--- src/sv/cpm_pkg.sv ---
package cpm_pkg;

    localparam int CMD_W   = 2;
    localparam int VAL_W   = 32;
    localparam int HIT_W   = 9;
    localparam int TOTAL_W = 17;

    localparam logic [TOTAL_W-1:0] TOTAL_MAX = {TOTAL_W{1'b1}};

    localparam int LIST_DEPTH_DEF = 256;

    localparam logic [CMD_W-1:0] CMD_CLEAR = 2'd0;
    localparam logic [CMD_W-1:0] CMD_STORE = 2'd1;
    localparam logic [CMD_W-1:0] CMD_PROBE = 2'd2;

    // trial divisor and its square; divisors stay below 2^16 for 31-bit values
    localparam int DIV_W  = 16;
    localparam int SQ_W   = 32;
    // remainder unit: bits retired per cycle and division steps per divisor
    localparam int DIV_BITS   = 4;
    localparam int DIV_CYCLES = VAL_W / DIV_BITS;
    localparam int DCNT_W     = $clog2(DIV_CYCLES);

    typedef struct packed {
        logic busy;
        logic is_prime;
    } t_prime_sts;

endpackage

--- src/sv/cpm_prime.sv ---
module cpm_prime (
    input  logic                          i_clk,
    input  logic                          i_rst_n,
    input  logic                          i_start,
    input  logic [cpm_pkg::VAL_W-1:0]     i_value,
    output cpm_pkg::t_prime_sts           o_sts
);

    typedef enum logic [2:0] {
        P_IDLE  = 3'b001,
        P_CHECK = 3'b010,
        P_DIV   = 3'b100
    } t_pstate;

    t_pstate                         r_state;
    logic                            r_is_prime;
    logic [cpm_pkg::VAL_W-2:0]       r_n;
    logic [cpm_pkg::DIV_W-1:0]       r_d;
    logic [cpm_pkg::SQ_W-1:0]        r_dsq;
    logic [cpm_pkg::DIV_W-1:0]       r_rem;
    logic [cpm_pkg::VAL_W-1:0]       r_sh;
    logic [cpm_pkg::DCNT_W-1:0]      r_cnt;

    logic [cpm_pkg::DIV_W-1:0]       n_rem;
    logic [cpm_pkg::DIV_W:0]         ext;

    // restoring remainder, DIV_BITS dividend bits per cycle
    always_comb begin
        n_rem = r_rem;
        ext   = '0;
        for (int i = 0; i < cpm_pkg::DIV_BITS; i++) begin
            ext = {n_rem, r_sh[cpm_pkg::VAL_W-1-i]};
            if (ext >= {1'b0, r_d}) begin
                ext = ext - {1'b0, r_d};
            end
            n_rem = ext[cpm_pkg::DIV_W-1:0];
        end
    end

    always_ff @(posedge i_clk) begin
        if (!i_rst_n) begin
            r_state    <= P_IDLE;
            r_is_prime <= 1'b0;
        end else if (i_start) begin
            priority if (i_value[cpm_pkg::VAL_W-1] || i_value[cpm_pkg::VAL_W-2:0] < 2) begin
                r_is_prime <= 1'b0;
                r_state    <= P_IDLE;
            end else if (i_value[cpm_pkg::VAL_W-2:0] < 4) begin
                r_is_prime <= 1'b1;
                r_state    <= P_IDLE;
            end else if (!i_value[0]) begin
                r_is_prime <= 1'b0;
                r_state    <= P_IDLE;
            end else begin
                r_state    <= P_CHECK;
            end
        end else begin
            unique case (r_state)
                P_IDLE: begin
                end
                P_CHECK: begin
                    if (r_dsq > {1'b0, r_n}) begin
                        r_is_prime <= 1'b1;
                        r_state    <= P_IDLE;
                    end else begin
                        r_state    <= P_DIV;
                    end
                end
                P_DIV: begin
                    if (r_cnt == cpm_pkg::DCNT_W'(cpm_pkg::DIV_CYCLES - 1)) begin
                        if (n_rem == '0) begin
                            r_is_prime <= 1'b0;
                            r_state    <= P_IDLE;
                        end else begin
                            r_state    <= P_CHECK;
                        end
                    end
                end
                default: r_state <= P_IDLE;
            endcase
        end
    end

    // datapath
    always_ff @(posedge i_clk) begin
        if (i_start) begin
            r_n   <= i_value[cpm_pkg::VAL_W-2:0];
            r_d   <= cpm_pkg::DIV_W'(3);
            r_dsq <= cpm_pkg::SQ_W'(9);
        end else if (r_state == P_CHECK) begin
            r_rem <= '0;
            r_sh  <= {1'b0, r_n};
            r_cnt <= '0;
        end else if (r_state == P_DIV) begin
            r_rem <= n_rem;
            r_sh  <= {r_sh[cpm_pkg::VAL_W-1-cpm_pkg::DIV_BITS:0], {cpm_pkg::DIV_BITS{1'b0}}};
            r_cnt <= r_cnt + 1'b1;
            if (r_cnt == cpm_pkg::DCNT_W'(cpm_pkg::DIV_CYCLES - 1)) begin
                // (d+2)^2 = d^2 + 4d + 4
                r_d   <= r_d + cpm_pkg::DIV_W'(2);
                r_dsq <= r_dsq + cpm_pkg::SQ_W'({r_d, 2'b00}) + cpm_pkg::SQ_W'(4);
            end
        end
    end

    assign o_sts.busy     = (r_state != P_IDLE);
    assign o_sts.is_prime = r_is_prime;

endmodule

--- config.mk ---
export PLATFORM = sky130hd
export DESIGN_NAME = cpm_prime
export DESIGN_NICKNAME = d
export VERILOG_FILES = /design/src/sv/cpm_pkg.sv /design/src/sv/cpm_prime.sv
export SDC_FILE = /design/constraint.sdc
export NUM_CORES = 1
export LEC_CHECK = 0
export ABC_AREA = 1
export BUFFER_PORTS_ARGS = -buffer_cell sky130_fd_sc_hd__buf_4
export CAP_MARGIN = 30
export CORE_MARGIN = 5
export CORE_UTILIZATION = 66
export DETAILED_ROUTE_END_ITERATION = 10
export PLACE_DENSITY_LB_ADDON = 0.3
export SLEW_MARGIN = 20
export SYNTH_ARGS = -nofsm -noshare
export SYNTH_HDL_FRONTEND = slang
export SYNTH_SLANG_ARGS = --single-unit
--- constraint.sdc ---
create_clock -name i_clk -period 17.3 [get_ports i_clk]
set_clock_uncertainty 0.05 [all_clocks]
set_input_delay 3.46 -clock i_clk [delete_from_list [all_inputs] [get_ports i_clk]]
set_output_delay 3.46 -clock i_clk [all_outputs]
set_load 0.005 [all_outputs]
==> results.cfg <==
[status]
status = completed

[route]
vias = 9556
ant_nets = 0
drt_iter0_markers = 704
drc_errors = 0
vias_per_cell = 5.86
drt_pass1_iterations = 7
wl_per_cell_um = 17.6
drt-total-wl_um = 28800

[global_routing]
grt_use_met1_pct = 37.3
track_usage_pct = 32.3
use_met3_pct = 3.97
use_met2_pct = 57.0
grt-busiest-layer = met2
grt_pass1_vias = 9462
grt_max_degree = 60
grt_pass1_wl_um = 46300
grt_overflow_total = 0
antenna_found_initial = 0

[yosys]
syn_inst = 1367
synth.area.top_cells = edfxtp_1 (24%), ha_1 (15%), nand2_1 (12%)
synth_top_area_cell = edfxtp_1
ys_dominant_reg_cell = edfxtp_1
postSynthAreaPerCell_um2 = 7.62
yosysWarningCount = 0
ys_top_cells_by_count = nand2_1 (323), inv_1 (168), ha_1 (125)
ys_seq_elements = 130
yosys.cell_types.count = 48
synth_edf_count = 82
synth-async-reset-ratio_pct = 0
synth_top_area_share_pct = 23.6
seq_area_frac_synth_pct = 32.9
synth_area_um2 = 10400
yosysMostFrequentCell = nand2_1
synth_nets = 1532

[setup_path]
critPathKind = register to register
arrival_ps = 10330
required_ps = 17570
worstSetupEndpointType = register
critical_path.most_common_cell = nand2_1
crit_path_max_incr_delay_ps = 720
cp-start-kind = register
crit_path_top_delay_cell = a21oi_2
ff2ff_setup_slack_ps = 7240
critical_path.max_fanout = 23

[clocking]
cts_buffers = 17
hold_buffers = 0
cts.path.max_buffers = 2
clkTransAtPathRegs_ps = 60
htreeDepth = 4
cts_setup_buffers = 0
clk_latency_ps = 430
ctsResizeCount = 0
cts_tree = done
cts.sinks = 130
ctsRootBufferMaster = clkbuf_16

[timing]
layout_min_cycle_time_ps = 10060
setup_violations = 0
rsz0062_at_grt = false
timing.fmax_mhz = 99.4
worst_slew_pin_slew_ps = 944
slew_headroom_pct = 35.4
finalHoldViolations = 0
fin_crit_sh_pct = 58.2
tns_ps = 0
slew_violations = 0

[cells_and_area]
postLayoutCoreUtil_pct = 73.2
diodes = 0
fillerInstances = 1225
drive_gt1_share_pct = 7.49
syn_to_final_growth_pct = 10.0
instances_no_fill = 1631
fin_nets = 1567

[placed_design]
portBuffers = 36
place_inst = 1599
gp_congestion = 1.05
post-dp-hpwl_um = 21900

[floorplanning]
rows = 46
fp.coreArea_um2 = 15700
die_w_um = 136
start_util_pct = 66.5
design.die.area_um2 = 18400
num_io_pins = 37
dieHeight_um = 136

[pwr]
leakagePower_uw = 0.00539
peakVddDrop_v = 0.0000756
p_per_area_nw_per_um2 = 76.9

[flow_run]
max_cap_violations = 0

[worst_hold_path]
hp-class = register to register
## layout make-up
class / instances / area, um^2 / area share [%]
inverter: 175 / 657 / 5.73
tap: 216 / 270 / 2.36
timing repair buffer: 42 / 315 / 2.75
multi-input combinational: 1036 / 6240 / 54.4
sequential: 130 / 3420 / 29.9
clock buffer: 21 / 482 / 4.20
clock inverter: 11 / 76.3 / 0.666
## critical path: cells and delay by family, from the launching register on
| kind | cells | cell delay (ps) |
|---|---|---|
| buffers and inverters | 4 | 990 |
| and+or+nand+nor | 28 | 3450 |
| adders and majority gates | 4 | 1540 |
| AOI/OAI and AO/OA | 13 | 3510 |
| DFF | 1 | 360 |
## power breakdown
| group | total (uW) | switching (uW) | internal, uW |
|---|---|---|---|
| registers | 345 | 2.73 | 342 |
| logic | 200 | 128 | 71.4 |
| clock network | 336 | 137 | 199 |
| total | 881 | 268 | 613 |
## cells in the final DEF (no fill, tap or decap), types with 3 or more instances in the layout
master,n
nand2_4,3
a21boi_0,3
a21oi_1,123
fa_1,5
dfxtp_1,48
ha_1,125
xor2_1,38
clkbuf_16,18
o2111ai_1,3
a31oi_1,8
nand3b_1,5
a21o_1,4
nand2_1,323
nor4_1,12
nand2_2,10
inv_2,5
nand3_1,79
o21bai_1,18
o21ai_0,99
xnor2_1,26
nor2_1,79
edfxtp_1,82
nand4_1,18
nand3_2,3
o21a_1,3
nor3_1,20
inv_1,168
buf_4,42
nor3b_1,4
clkinv_2,4
## per-stage QoR
stage / instance area (um^2) / total power [uW] / setup WS (ps) / hold WS [ps]
after floorplan: 10400 / 495 / 9780 / 403
after global placement: 10900 / 542 / 7550 / 421
after detailed placement: 10900 / 544 / 7450 / 433
after CTS: 11500 / 877 / 7430 / 445
after global routing: 11500 / 919 / 6420 / 483
final: 11500 / 881 / 7240 / 447
## path summary, 6_finish.rpt
check / startpoint / end / cells after the start
max: r_d[1]$_SDFFE_PP1P_ / r_is_prime$_SDFFE_PN0P_ / 49
min: r_d[15]$_SDFFE_PP0P_ / r_d[15]$_SDFFE_PP0P_ / 1
max reg2reg: r_d[1]$_SDFFE_PP1P_ / r_is_prime$_SDFFE_PN0P_ / 49
min reg2reg: r_d[15]$_SDFFE_PP0P_ / r_d[15]$_SDFFE_PP0P_ / 1
## state kept, by name, indices dropped and copies added, names as in the netlist
| register | count |
|---|---|
| r_cnt | 3 |
| r_d | 15 |
| r_dsq | 29 |
| r_is_prime | 1 |
| r_n | 31 |
| r_rem | 16 |
| r_sh | 32 |
| r_state | 3 |
## kinds of logic after synthesis
group                    after synthesis  synth area share, %
AND/OR/NAND/NOR                      564                 23.6
adder cells (fa/ha/maj)              130                 16.0
buffers and inverters                201                 7.42
XOR/XNOR                              64                 5.38
AO/OA/AOI/OAI                        278                 14.7
flip-flops                           130                 32.9
## routing by layer
layer	wire (um)	part of all wire (%)
met2	14300	50
met4	1710	5.9
met1	11300	39
met5	0	0
met3	1470	5.1
(Power assumes the default switching activity.)
